[config.mk]
export PLATFORM = sky130hd
export DESIGN_NAME = number_to_seven_segment_digits
export DESIGN_NICKNAME = d
export VERILOG_FILES = /design/src/sv/ntsd_pkg.sv /design/src/sv/ntsd_ctrl.sv /design/src/sv/ntsd_dp.sv /design/src/sv/number_to_seven_segment_digits.sv
export SDC_FILE = /design/constraint.sdc
export NUM_CORES = 1
export LEC_CHECK = 0
export BUFFER_PORTS_ARGS = -buffer_cell sky130_fd_sc_hd__buf_2
export CAP_MARGIN = 15
export CELL_PAD_IN_SITES_DETAIL_PLACEMENT = 0
export CELL_PAD_IN_SITES_GLOBAL_PLACEMENT = 2
export CORE_ASPECT_RATIO = 0.7
export CORE_MARGIN = 2
export CORE_UTILIZATION = 28
export CTS_CLUSTER_DIAMETER = 100
export DETAILED_ROUTE_END_ITERATION = 7
export GPL_ROUTABILITY_DRIVEN = 0
export PLACE_DENSITY_LB_ADDON = 0.15
export SYNTH_ARGS = -nofsm -noshare
export SYNTH_HDL_FRONTEND = slang
export SYNTH_HIERARCHICAL = 1
export SYNTH_SLANG_ARGS = --single-unit
[constraint.sdc]
create_clock -name clk -period 15.7 [get_ports clk]
set_clock_uncertainty 0.2 [all_clocks]
set_input_delay 3.14 -clock clk [delete_from_list [all_inputs] [get_ports clk]]
set_output_delay 3.14 -clock clk [all_outputs]
set_load 0.005 [all_outputs]
[src/sv/ntsd_pkg.sv]
// ----------------------------------------------------------------------------
// ntsd_pkg
// Shared types, constants and the segment font for the seven-segment
// number formatter.
// ----------------------------------------------------------------------------
package ntsd_pkg;

    // Display geometry
    localparam int MAX_DIGITS  = 8;
    localparam int BCD_DIGITS  = 10;
    localparam int NUM_W       = 32;
    localparam int CONV_STEPS  = NUM_W;
    localparam int STEP_CNT_W  = $clog2(CONV_STEPS);

    // Register indexes on the configuration port
    localparam logic CFG_DIGIT_COUNT   = 1'b0;
    localparam logic CFG_LEADING_ZEROS = 1'b1;

    // Reset values of the registers
    localparam logic [3:0] DIGIT_COUNT_RST   = 4'd8;
    localparam logic       LEADING_ZEROS_RST = 1'b0;

    // Fixed patterns
    localparam logic [7:0] PAT_BLANK = 8'h00;
    localparam logic [7:0] PAT_MINUS = 8'h40;
    localparam logic [7:0] PAT_ZERO  = 8'h3F;

    typedef enum logic [1:0] {
        ST_IDLE,
        ST_CONV,
        ST_FMT
    } state_t;

    // Controller to datapath
    typedef struct packed {
        logic load;      // capture the input item
        logic shift;     // one double-dabble step
        logic fmt_load;  // render digits into the output register
    } cmd_t;

    // Datapath to controller
    typedef struct packed {
        logic out_free;  // output register can take a new result
    } sts_t;

    // gfedcba font for 0..F
    function automatic logic [7:0] hex_glyph(input logic [3:0] d);
        logic [7:0] p;
        case (d)
            4'h0: p = 8'h3F;
            4'h1: p = 8'h06;
            4'h2: p = 8'h5B;
            4'h3: p = 8'h4F;
            4'h4: p = 8'h66;
            4'h5: p = 8'h6D;
            4'h6: p = 8'h7D;
            4'h7: p = 8'h07;
            4'h8: p = 8'h7F;
            4'h9: p = 8'h6F;
            4'hA: p = 8'h77;
            4'hB: p = 8'h7C;
            4'hC: p = 8'h39;
            4'hD: p = 8'h5E;
            4'hE: p = 8'h79;
            default: p = 8'h71;
        endcase
        return p;
    endfunction

endpackage

[src/sv/ntsd_ctrl.sv]
// ----------------------------------------------------------------------------
// ntsd_ctrl
// Sequencer: accepts an item, runs the 32 conversion steps for decimal
// items, then hands the formatted result to the output register.
// ----------------------------------------------------------------------------
module ntsd_ctrl (
    input  logic          clk,
    input  logic          rst_n,
    input  logic          in_valid,
    input  logic          in_hex,
    output logic          in_ready,
    output ntsd_pkg::cmd_t cmd,
    input  ntsd_pkg::sts_t sts
);
    import ntsd_pkg::*;

    state_t                  state_reg, state_next;
    logic [STEP_CNT_W-1:0]   cnt_reg, cnt_next;

    // State and step counter
    always_ff @(posedge clk or negedge rst_n)
    begin
        if (!rst_n)
        begin
            state_reg <= ST_IDLE;
            cnt_reg   <= '0;
        end
        else
        begin
            state_reg <= state_next;
            cnt_reg   <= cnt_next;
        end
    end

    // Next state and commands
    always_comb
    begin
        state_next = state_reg;
        cnt_next   = cnt_reg;
        cmd        = '0;
        in_ready   = 1'b0;
        case (state_reg)
            ST_IDLE:
            begin
                in_ready = 1'b1;
                if (in_valid)
                begin
                    cmd.load   = 1'b1;
                    cnt_next   = '0;
                    // hex digits are the raw nibbles: no conversion
                    state_next = in_hex ? ST_FMT : ST_CONV;
                end
            end
            ST_CONV:
            begin
                cmd.shift = 1'b1;
                cnt_next  = cnt_reg + 1'b1;
                if (cnt_reg == STEP_CNT_W'(CONV_STEPS - 1))
                    state_next = ST_FMT;
            end
            ST_FMT:
            begin
                if (sts.out_free)
                begin
                    cmd.fmt_load = 1'b1;
                    state_next   = ST_IDLE;
                end
            end
            default:
            begin
                state_next = ST_IDLE;
            end
        endcase
    end

`ifndef SYNTH
    // a result is never written over one that is still waiting
    a_fmt_free: assert property (@(posedge clk) disable iff (!rst_n)
        cmd.fmt_load |-> sts.out_free)
        else $error("result loaded while output register busy");

    // the last conversion step leads into formatting
    a_conv_end: assert property (@(posedge clk) disable iff (!rst_n)
        (state_reg == ST_CONV && cnt_reg == STEP_CNT_W'(CONV_STEPS - 1))
        |=> state_reg == ST_FMT)
        else $error("conversion did not end after all steps");

    // an accepted item always goes on to work
    a_load_busy: assert property (@(posedge clk) disable iff (!rst_n)
        cmd.load |=> (state_reg == ST_CONV || state_reg == ST_FMT))
        else $error("item accepted but sequencer idle");
`endif

endmodule

[src/sv/ntsd_dp.sv]
// ----------------------------------------------------------------------------
// ntsd_dp
// Datapath: sign handling, shift-and-add-3 binary to BCD converter, digit
// placement and the output register.
// ----------------------------------------------------------------------------
module ntsd_dp (
    input  logic                clk,
    input  logic                rst_n,
    input  ntsd_pkg::cmd_t      cmd,
    output ntsd_pkg::sts_t      sts,
    input  logic                in_hex,
    input  logic [31:0]         in_number,
    input  logic [3:0]          digit_count,
    input  logic                leading_zeros,
    output logic                out_valid,
    input  logic                out_ready,
    output logic [63:0]         out_data
);
    import ntsd_pkg::*;

    logic [NUM_W-1:0]        mag_reg;
    logic [BCD_DIGITS*4-1:0] bcd_reg;
    logic                    neg_reg;
    logic [BCD_DIGITS*4-1:0] bcd_adj;
    logic [BCD_DIGITS*4-1:0] bcd_next;
    logic [NUM_W-1:0]        mag_next;
    logic                    in_neg;
    logic [63:0]             out_data_reg;
    logic [63:0]             out_data_next;
    logic                    out_valid_reg;
    logic [3:0]              n_used;
    logic [3:0]              nd;
    logic [3:0]              sd;
    logic [3:0]              r;
    logic [3:0]              d;

    assign in_neg = ~in_hex & in_number[NUM_W-1];

    // add-3 correction on every BCD digit of 5 or more
    always_comb
    begin
        for (int i = 0; i < BCD_DIGITS; i++)
        begin
            bcd_adj[i*4 +: 4] = (bcd_reg[i*4 +: 4] >= 4'd5) ?
                                bcd_reg[i*4 +: 4] + 4'd3 : bcd_reg[i*4 +: 4];
        end
    end

    // load or one shift step
    always_comb
    begin
        bcd_next = bcd_reg;
        mag_next = mag_reg;
        if (cmd.load)
        begin
            if (in_hex)
            begin
                bcd_next = {{(BCD_DIGITS*4-NUM_W){1'b0}}, in_number};
                mag_next = '0;
            end
            else
            begin
                bcd_next = '0;
                mag_next = in_neg ? (NUM_W'(0) - in_number) : in_number;
            end
        end
        else if (cmd.shift)
        begin
            bcd_next = {bcd_adj[BCD_DIGITS*4-2:0], mag_reg[NUM_W-1]};
            mag_next = {mag_reg[NUM_W-2:0], 1'b0};
        end
    end

    always_ff @(posedge clk)
    begin
        bcd_reg <= bcd_next;
        mag_reg <= mag_next;
        if (cmd.load)
            neg_reg <= in_neg;
    end

    // digits in use, clamped to 1..MAX_DIGITS
    always_comb
    begin
        if (digit_count == 4'd0)
            n_used = 4'd1;
        else if (digit_count > 4'(MAX_DIGITS))
            n_used = 4'(MAX_DIGITS);
        else
            n_used = digit_count;
    end

    // significant digit count (at least one) and how many fit
    always_comb
    begin
        nd = 4'd1;
        for (int i = 1; i < BCD_DIGITS; i++)
        begin
            if (bcd_reg[i*4 +: 4] != 4'd0)
                nd = 4'(i + 1);
        end
        sd = (nd > n_used) ? n_used : nd;
    end

    // place digits right-aligned, then sign and fill
    always_comb
    begin
        out_data_next = '0;
        r = '0;
        d = '0;
        for (int k = 0; k < MAX_DIGITS; k++)
        begin
            if (4'(k) < n_used)
            begin
                r = n_used - 4'd1 - 4'(k);
                d = bcd_reg[r*4 +: 4];
                if (r < sd)
                    out_data_next[k*8 +: 8] = hex_glyph(d);
                else if (leading_zeros)
                    out_data_next[k*8 +: 8] = (neg_reg && k == 0) ? PAT_MINUS : PAT_ZERO;
                else if (neg_reg && r == sd)
                    out_data_next[k*8 +: 8] = PAT_MINUS;
                else
                    out_data_next[k*8 +: 8] = PAT_BLANK;
            end
        end
    end

    // output register
    always_ff @(posedge clk or negedge rst_n)
    begin
        if (!rst_n)
            out_valid_reg <= 1'b0;
        else if (cmd.fmt_load)
            out_valid_reg <= 1'b1;
        else if (out_ready)
            out_valid_reg <= 1'b0;
    end

    always_ff @(posedge clk)
    begin
        if (cmd.fmt_load)
            out_data_reg <= out_data_next;
    end

    assign sts.out_free = ~out_valid_reg | out_ready;
    assign out_valid    = out_valid_reg;
    assign out_data     = out_data_reg;

endmodule

[src/sv/number_to_seven_segment_digits.sv]
// ----------------------------------------------------------------------------
// number_to_seven_segment_digits
// Renders a 32-bit value as signed decimal or unsigned hex into up to eight
// right-aligned seven-segment patterns.
// ----------------------------------------------------------------------------
// A decimal item occupies the block for the accepting cycle, 32 steps of the
// shift-and-add-3 converter (one input bit per cycle) and a formatting step
// that places the digits into the output register once that register is free.
// A hex item skips the converter and goes from acceptance straight to the
// formatting step. One item is in work at a time; the next is accepted as soon
// as the result has moved to the output register, even if that result is not
// yet taken. Write configuration only while idle.
module number_to_seven_segment_digits (
    input  logic        clk,
    input  logic        rst_n,
    // input stream
    input  logic        s_tvalid,
    output logic        s_tready,
    input  logic [31:0] s_tdata,   // [31:0] number
    input  logic        s_tuser,   // [0] req_type: 0 decimal, 1 hex
    // output stream
    output logic        m_tvalid,
    input  logic        m_tready,
    output logic [63:0] m_tdata,   // digit_0 [7:0] .. digit_7 [63:56]
    // configuration
    input  logic        cfg_we,
    input  logic        cfg_index,
    input  logic [3:0]  cfg_data
);
    import ntsd_pkg::*;

    cmd_t       cmd;
    sts_t       sts;
    logic [3:0] digit_count_reg;
    logic       leading_zeros_reg;

    // configuration registers
    always_ff @(posedge clk or negedge rst_n)
    begin
        if (!rst_n)
        begin
            digit_count_reg   <= DIGIT_COUNT_RST;
            leading_zeros_reg <= LEADING_ZEROS_RST;
        end
        else if (cfg_we)
        begin
            case (cfg_index)
                CFG_DIGIT_COUNT:   digit_count_reg   <= cfg_data;
                CFG_LEADING_ZEROS: leading_zeros_reg <= cfg_data[0];
                default:           ;
            endcase
        end
    end

    ntsd_ctrl u_ctrl (
        .clk      (clk),
        .rst_n    (rst_n),
        .in_valid (s_tvalid),
        .in_hex   (s_tuser),
        .in_ready (s_tready),
        .cmd      (cmd),
        .sts      (sts)
    );

    ntsd_dp u_dp (
        .clk           (clk),
        .rst_n         (rst_n),
        .cmd           (cmd),
        .sts           (sts),
        .in_hex        (s_tuser),
        .in_number     (s_tdata),
        .digit_count   (digit_count_reg),
        .leading_zeros (leading_zeros_reg),
        .out_valid     (m_tvalid),
        .out_ready     (m_tready),
        .out_data      (m_tdata)
    );

endmodule

; Word-level counts from Yosys, hierarchy flattened
; Memory sizes are Yosys's and may differ from the RTL's. A register that Yosys moved wholly into a read port is not among the register bits.
; Index checks and enable logic that the tools add are counted.
[word_totals]
reg_bits = 150
rom_bits = 896
elab_cells = 195
n_memories = 8
[classes]
n_addsub = 20
order_cmp = 28
n_eq_ne = 14
shifts = 8
n_mux = 69
bitwise_logic = 5
reduce_logical = 27
[memory_table]
columns = name, depth, width, read_ports, rd_clocked_by_memory_dff, write_ports, line_no
row1 = (name not given), 16, 7, 1, 0, 0, ntsd_pkg.sv:49  ; case (d)
row2 = (name not given), 16, 7, 1, 0, 0, ntsd_pkg.sv:49
row3 = (name not given), 16, 7, 1, 0, 0, ntsd_pkg.sv:49
row4 = (name not given), 16, 7, 1, 0, 0, ntsd_pkg.sv:49
row5 = (name not given), 16, 7, 1, 0, 0, ntsd_pkg.sv:49
row6 = (name not given), 16, 7, 1, 0, 0, ntsd_pkg.sv:49
row7 = +2 memories, n/a, n/a, n/a, n/a, n/a, n/a
[ops]
columns = operator, n
row1 = $shiftx A40 B7 Y4, 8
row2 = $mux W32, 5
row3 = $mux W8, 16
row4 = $mux W40, 2
row5 = $mux W7, 9
row6 = $mux W4, 15
row7 = $ge A4 B3 Y1 const B, 10
row8 = $add A4 B2 Y4 const B, 9
row9 = $reduce_bool A4 Y1, 9
row10 = $eq A4 B4 Y1, 8
row11 = $lt A4 B4 Y1, 8
row12 = $sub A1 B32 Y32 const A, 1
row13 = $lt A3 B4 Y1 const A, 4
row14 = $sub A4 B3 Y4 const B, 4
row15 = $mux W3, 5
row16 = $mux W2, 6
row17 = $pmux W5 S2, 1
row18 = $logic_and A1 B1 Y1, 8
row19 = $lt A1 B4 Y1 const A, 2
row20 = $lt A2 B4 Y1 const A, 2
row21 = $mux W1, 8
row22 = $sub A4 B1 Y4 const B, 2
row23 = $sub A4 B2 Y4 const B, 2
row24 = $pmux W2 S3, 1
row25 = 19 further kinds, 26

; Longest topological paths before layout
; Gate-level depths: netlist (run 1).
[depth]
depth_word = 17
ltp_mapped = 23
ltp_nobuf = 21

; Hierarchy
; The synthesis (run 1) kept the hierarchy.
[modules_own_cells]
columns = mod, n_inst, cells_per_inst, area_per_inst_um2, seq_area_each_um2
row1 = ntsd_dp, 1, 1236, 11903.9, 3898.7
row2 = ntsd_ctrl, 1, 37, 375.4, 175.2
row3 = number_to_seven_segment_digits, 1, 12, 203.9, 126.4

; Least setup slack after synthesis (run 1)
; OpenSTA, ideal clock, no wires.
[synth_timing]
kind = input to register
start = input s_tdata[10]
end = register u_dp.mag_reg[29] (data pin)
setup_time_ps = 266
arrival_ps = 5701
required_time_ps = 15234
setup_slack_ps = 9534
cell_stages = 8
cell_sequence = or4_4 or3_4 or3_4 or4_4 or4_4 o41ai_2 xor2_1 o2bb2ai_1
[synth_via]
elab_chain_len = 4
[synth_lines]
columns = item, line_no
row1 = "start, declared", number_to_seven_segment_digits.sv:19  ; input logic [31:0] s_tdata,
row2 = $sub A1 B32 Y32, ntsd_dp.sv:64  ; mag_next = in_neg ? (NUM_W'(0) - in_number) : in_number;
row3 = $mux W32, ntsd_dp.sv:64
row4 = $mux W32, ntsd_dp.sv:56  ; if (in_hex)
row5 = $mux W32, ntsd_dp.sv:54  ; if (cmd.load)
row6 = via u_dp.mag_next[29], ntsd_dp.sv:26  ; logic [NUM_W-1:0] mag_next;
row7 = "end signal, assigned", ntsd_dp.sv:77  ; mag_reg <= mag_next;
row8 = "end, declared", ntsd_dp.sv:21  ; logic [NUM_W-1:0] mag_reg;
; The timed path passes the listed nets, and every way through them passes these cells.
; A chain may end at the register's enable or synchronous reset.

; Final worst setup path (run 1)
[layout_timing]
start = register digit_count_reg[3]
end = register u_dp.out_data_reg[20] (netlist: u_dp/out_data[20]) (data pin)
[layout_via]
elab_chain_len = 8
[layout_lines]
columns = item, line_no
row1 = "start, declared", number_to_seven_segment_digits.sv:34  ; logic [3:0] digit_count_reg;
row2 = "start signal, assigned", number_to_seven_segment_digits.sv:48  ; CFG_DIGIT_COUNT: digit_count_reg <= cfg_data;
row3 = $gt A4 B4 Y1, ntsd_dp.sv:87  ; else if (digit_count > 4'(MAX_DIGITS))
row4 = $mux W4, ntsd_dp.sv:87
row5 = $mux W4 (*), ntsd_dp.sv:85  ; if (digit_count == 4'd0)
row6 = $sub A4 B1 Y4, ntsd_dp.sv:115  ; r = n_used - 4'd1 - 4'(k);
row7 = $sub A4 B2 Y4, ntsd_dp.sv:115
row8 = $shiftx A40 B7 Y4, ntsd_dp.sv:116  ; d = bcd_reg[r*4 +: 4];
row9 = $mem_v2 Z16 W7, n/a
row10 = $mux W8, ntsd_dp.sv:117  ; if (r < sd)
row11 = "end signal, assigned", ntsd_dp.sv:143  ; out_data_reg <= out_data_next;
row12 = "end, declared", ntsd_dp.sv:28  ; logic [63:0] out_data_reg;
; Every way passes the cells marked *; elsewhere a longest branch is shown, timed or not.

==> out/qor.csv, run 1 <==
metric,value,unit
status,"complete, no violations",
drt drc,0,
dpl cells,1917,
total gr overflow,0,
reg2reg start,digit_count_reg[3],
P_leak,5.431,nW
Starting Density,28.50,%
max cap viols,0,
hold endpoint,u_ctrl/cnt_reg[4],
total setup buffers inserted after CTS,0,
TritonRoute pass-1 iters,6,
Worst Tran Pin Value,1191,ps
CP Max Fanout,24,
fillers,4579,
top-area cell type share of the netlist area,31.03,%
max reg flops,56,
synthesized area per cell,9.715,µm²
most numerous cell in the Yosys netlist,edfxtp_1,
crit start category,flop,
layout cells sized above 1,17.93,%
library cells used by synthesis,87,
worst skew pair latency,460,ps
"top cells by count, synth","edfxtp_1 (129), a21oi_1 (103), ha_1 (101)",
clock power share,12.8,%
CTS buffer count,17,
Critical Path Max Stage Delay,900,ps
total track usage,17.00,%
"delay-heaviest family, CP",compound AO/OA/AOI/OAI gates,
Post-Synthesis Cells,1285,
final net count,1486,
cell taking the most area after synthesis,edfxtp_1,
Final period util,44.21,%
final total negative setup slack,0,ps
Root Buffer,clkbuf_16,
Seq pwr share,26.0,%
fin cells,1949,
cell area after synthesis,12480,µm²
post-route minimum period,6942,ps
register area share after synthesis,33.65,%
Relative slew margins,20.61,%
CTS hold repair buffers,0,
WP buf/inv,3,
"FF+latch count, synth",142,
area growth from synthesis to layout,13.29,%
Peak VDD IR,0.00009738,V
vias per std cell,5.234,
Psw,1.636,mW
hold depth,1,
Clock Path Buffers,2,
vias in the first global route,9622,
routed vias,10200,
Ports,109,
cts repair resizes,0,
Total Wirelength,38.69,mm
antenna diode count,0,
"Clk pin slew, worst setup/hold paths",60,ps
"setup slack, reg-to-reg",8760,ps
Power Density,248.8,nW/µm²
CTS tree,done,
Die Footprint,46320,µm²
CP Capture Type,flop,
DR WL/cell,19.85,µm
largest cells by area after synthesis,"edfxtp_1 (31%), ha_1 (10%), mux4_2 (6.3%), a21oi_1 (4.1%), mux2i_1 (3.7%)",
Die X,256.4,µm
Internal,1.883,mW
switching share of power,46.49,%
RSZ-0062 raised after global routing,false,
Min-Delay Path Class,flop to flop,
CP max stage cell,o22ai_1,
crit path DAT,6900,ps
Sink Count,142,
warnings from Yosys,6,
Main synth FF type,edfxtp_1,
min-delay src,u_ctrl/cnt_reg[4],
htree depth,4,
fmax,0.1441,GHz
Post-synth ARST share,9.155,%
largest net degree at the start of global routing,73,
initial antenna violation count,0,
r2r worst-path depth,15,
Final Hold Vio Count,0,
Die Height,180.7,µm
reg-to-reg critical path endpoint,u_dp/out_data[20],
ANT nets after route,0,
std cell rows,64,
Final Max Tran Viols,0,
endpoints failing setup,0,
core area,43800,µm²
CP Class,flop to flop,
Port Buffers,100,
detailed placer's ending HPWL,28.57,mm
DR iter-0 viols,783,
Critical Path RT,15660,ps
Comb power frac,61.2,%
"EDFF count, synth",129,
CP Cell Sequence,buf_4 > clkinv_1 > nand2_1 > ha_1 > inv_1 > xnor2_4 > ha_1 > mux2_2 > a2111oi_0 > o21ai_0 > o22ai_1 > mux2i_1 > nand2_1 > nand3_1 > a21oi_1,
first-pass GRT wire length,60.49,mm
==> cell usage in the layout, fill, tap and decap left out, drive strengths merged, types with 16 or more instances in the layout <==
cell,synthesis,layout
inv,74,74
edfxtp,129,129
ha,101,101
nor2,69,69
nand2,70,70
a21oi,104,104
nand3,63,63
mux2,16,16
nor3b,20,20
buf,28,119
nand2b,23,23
nor3,16,16
o21ai,81,81
o31ai,18,18
mux2i,46,46
o2bb2ai,30,30
xnor2,23,23
xor2,38,38
clkbuf,60,19
mux4,35,35
==> worst reg2reg max path, delay by kind of cell, from the launching register on <==
kind | cells | cell delay, ps
compound gates | 4 | 1690
buf+inv | 3 | 1100
fa+ha+maj | 2 | 1090
simple gates | 3 | 720
mux | 2 | 700
xor+xnor | 1 | 620
flops | 1 | 520
==> cell families after synthesis <==
kind of cell	after synthesis	share of synthesized area, %
adders and majority gates	103	10.28
buffers and inverters	165	5.403
and+or+nand+nor	336	14.16
DFF	142	33.65
AOI/OAI and AO/OA	380	20.48
other	1	0.03004
muxes	97	11.51
xor gates and xnor gates	61	4.490
==> power groups by stage <==
| stage | registers [mW] | logic (mW) | clock network (mW) |
|---|---|---|---|
| after global routing | 0.945 | 2.41 | 0.481 |
| after CTS | 0.917 | 2.16 | 0.468 |
| after detailed placement | 0.922 | 2.14 | 0 |
| final | 0.915 | 2.15 | 0.449 |
| after global placement | 0.920 | 2.16 | 0 |
| after floorplan | 0.809 | 1.63 | 0 |
==> per-stage QoR <==
stage	hold WS, ps	total power, mW	utilization, %	setup slack, ps	instance area (µm²)
6_report	314.2	3.518	32.29	8758	14140
5_1_grt	342.9	3.833	32.29	8307	14140
4_1_cts	313.0	3.542	32.29	8878	14140
3_5_place_dp	295.6	3.064	30.85	8901	13510
3_3_place_gp	290.7	3.079	30.85	9031	13510
2_1_floorplan	272.3	2.439	-	9534	12510
==> cell type report <==
class                           count  area, µm²  area share, %
Inverter                           77      289.0          2.044
Sequential cell                   142       4200          29.70
Clock buffer                       19      432.9          3.061
Clock inverter                     13      195.2          1.380
Multi-Input combinational cell    985       7639          54.01
Tap cell                          594      743.2          5.255
Timing Repair Buffer              119      643.1          4.547
==> worst max-delay path by stage <==
stage,startpoint,end,slack [ps],cells past startpoint
floorplan,s_tdata[10],u_dp/mag_reg[29],9530,8
global placement,digit_count_reg[3],u_dp/out_data[20],9030,15
detailed placement,digit_count_reg[3],u_dp/out_data[20],8900,15
CTS,digit_count_reg[3],u_dp/out_data[20],8880,15
global route,digit_count_reg[3],u_dp/out_data[20],8310,15
finish,digit_count_reg[3],u_dp/out_data[20],8760,15
==> metal layers <==
| metal | global-route usage (%) | wire length, µm | up-vias |
|---|---|---|---|
| met2 | 23.67 | 15850 | 246 |
| met5 | 0 | 0 | - |
| li1 | - | - | 4967 |
| met4 | 4.814 | 593 | 0 |
| met1 | 25.91 | 20130 | 4956 |
| met3 | 3.741 | 2124 | 33 |
(Power assumes the default switching activity.)
==> run 2: changes to the inputs <==
clock period = 6.6 ns   (was 15.7 ns; I/O delays follow)
==> run 2 against run 1 <==
  * Combinational power is 150% higher
  * First-iteration DRC count is 0.89% higher
  * Largest power group unchanged
  * Critical path depth is 3 higher
  * Total power increased by 140%
  * Wire length grew 1.0%
  * Largest cell class unchanged
==> out/qor.csv, run 2 (synthesized netlist as in run 1, its figures left out) <==
metric,value,unit,change
max cap viols,0,,unchanged
Starting Density,28.50,%,unchanged
P_leak,5.493,nW,+1.1%
total gr overflow,0,,unchanged
Min-Delay Path Class,flop to flop,,
cts repair resizes,0,,unchanged
first-pass GRT wire length,61.61,mm,+1.8%
initial antenna violation count,0,,unchanged
r2r worst-path depth,18,,+3
final worst setup slack,842.6,ps,-7916 ps
hold depth,1,,unchanged
RSZ-0062 raised after global routing,false,,
CP Max Fanout,12,,-50%
core area,43800,µm²,unchanged
DR iter-0 viols,790,,+0.89%
area of the multi-input gates,7639,µm²,unchanged
worst skew pair latency,460,ps,about the same
fin cells,1963,,+0.72%
clock power share,12.6,%,-0.2 points
Sink Count,142,,unchanged
total setup buffers inserted after CTS,0,,unchanged
"most common cell after layout, fill and taps aside",edfxtp_1,,
dpl cells,1930,,+0.68%
Power Density,594.9,nW/µm²,+140%
drt drc,0,,unchanged
Root Buffer,clkbuf_16,,
TritonRoute pass-1 iters,5,,-1
Worst Tran Pin Value,1104,ps,-86.81 ps
largest net degree at the start of global routing,68,,-6.8%
Die X,256.4,µm,unchanged
ANT nets after route,0,,unchanged
Comb power frac,62.1,%,+0.9 points
Clock Path Buffers,2,,unchanged
Total Wirelength,39.10,mm,+1.0%
vias in the first global route,9966,,+3.6%
final net count,1500,,+0.94%
CP Capture Type,flop,,
CTS hold repair buffers,0,,unchanged
endpoints failing setup,0,,unchanged
register area,4200,µm²,unchanged
cell area after layout,14250,µm²,+0.77%
CP Class,flop to flop,,
Critical Path RT,6570,ps,-9090 ps
pre-CTS WS,854.8,ps,-8046 ps
switching share of power,46.60,%,+0.12 points
"Clk pin slew, worst setup/hold paths",70,ps,about the same
Seq pwr share,25.3,%,-0.7 points
final hold slack,319.3,ps,+5.085 ps
routed vias,10300,,+0.97%
final total negative setup slack,0,ps,unchanged
status,"complete, no violations",,
CTS tree,done,,
fillers,4548,,-0.68%
antenna diode count,0,,unchanged
Final Max Tran Viols,0,,unchanged
crit path DAT,5730,ps,-1170 ps
area growth from synthesis to layout,14.16,%,
dpl cell area,13610,µm²,+0.72%
Internal,4.527,mW,+140%
most frequent cells in the layout,"edfxtp_1 (129), a21oi_1 (103), buf_2 (100), ha_1 (100), o21ai_0 (77)",,
max reg flops,56,,unchanged
post-route minimum period,5757,ps,-1184 ps
Relative slew margins,26.40,%,+5.8 points
Die Height,180.7,µm,unchanged
DR WL/cell,19.92,µm,+0.32%
std cell rows,64,,unchanged
layout cells sized above 1,18.63,%,+0.69 points
total track usage,17.25,%,+0.25 points
Final period util,87.23,%,+43 points
Psw,3.951,mW,+140%
Port Buffers,100,,unchanged
Ports,109,,unchanged
CTS buffer count,17,,unchanged
Die Footprint,46320,µm²,unchanged
detailed placer's ending HPWL,29.27,mm,+2.5%
crit start category,flop,,
Final Hold Vio Count,0,,unchanged
Peak VDD IR,0.0001916,V,+97%
vias per std cell,5.248,,+0.25%
htree depth,4,,unchanged
fmax,0.1737,GHz,+21%
## run 2: final cells by class
class,instances,area share [%]
well taps,594,5.215
multi-input cells,985,53.60
repair buffers,133,5.277
clock inverters,13,1.370
flip-flops and latches,142,29.47
inverters,77,2.028
clock buffers,19,3.038
## run 2: critical path, stage by stage, from the launching register on
cell and delay, ps:
edfxtp_1 480, inv_1 140, ha_1 240, or3b_2 470
a211o_1 290, a21oi_2 350, ha_1 210, nor2b_1 190
o21bai_1 120, a21oi_1 720, nand2_1 100, o21ai_0 140
ha_1 270, inv_1 110, o221ai_1 360, a2111oi_0 160
buf_4 170, o21ai_0 590, a21oi_1 160
## run 2: routing by layer
| layer | vias to the layer above | GRT usage [%] | wire length (µm) |
|---|---|---|---|
| met3 | 30 | 3.657 | 1844 |
| met5 | - | 0 | 0 |
| li1 | 4996 | - | - |
| met1 | 5056 | 26.40 | 20720 |
| met2 | 219 | 24.36 | 16030 |
| met4 | 0 | 4.116 | 510 |
## run 2: power groups by stage
stage / clock network [mW] / registers [mW] / logic [mW]
2_1_floorplan: 0 / 1.92 / 3.88
3_3_place_gp: 0 / 2.14 / 5.31
3_5_place_dp: 0 / 2.15 / 5.24
4_1_cts: 1.11 / 2.14 / 5.28
5_1_grt: 1.14 / 2.21 / 5.90
6_report: 1.07 / 2.14 / 5.27
## run 2: through the flow
| stage | power (mW) | util [%] |
|---|---|---|
| after floorplan | 5.802 | - |
| after global placement | 7.452 | 31.08 |
| after detailed placement | 7.390 | 31.08 |
| after CTS | 8.526 | 32.51 |
| after global routing | 9.255 | 32.54 |
| final | 8.479 | 32.54 |
## run 2: path summary, 6_finish.rpt
check / from / endpoint / slack (ps)
hold reg to reg: u_ctrl/cnt_reg[4] / u_ctrl/cnt_reg[4] / 320
min in group asynchronous: rst_n / u_ctrl/state_reg[1] / 550
max in group asynchronous: rst_n / digit_count_reg[3] / 5350
hold / removal: u_ctrl/cnt_reg[4] / u_ctrl/cnt_reg[4] / 320
setup / recovery: u_dp/bcd_reg[16] / u_dp/out_data[20] / 840
setup reg to reg: u_dp/bcd_reg[16] / u_dp/out_data[20] / 840
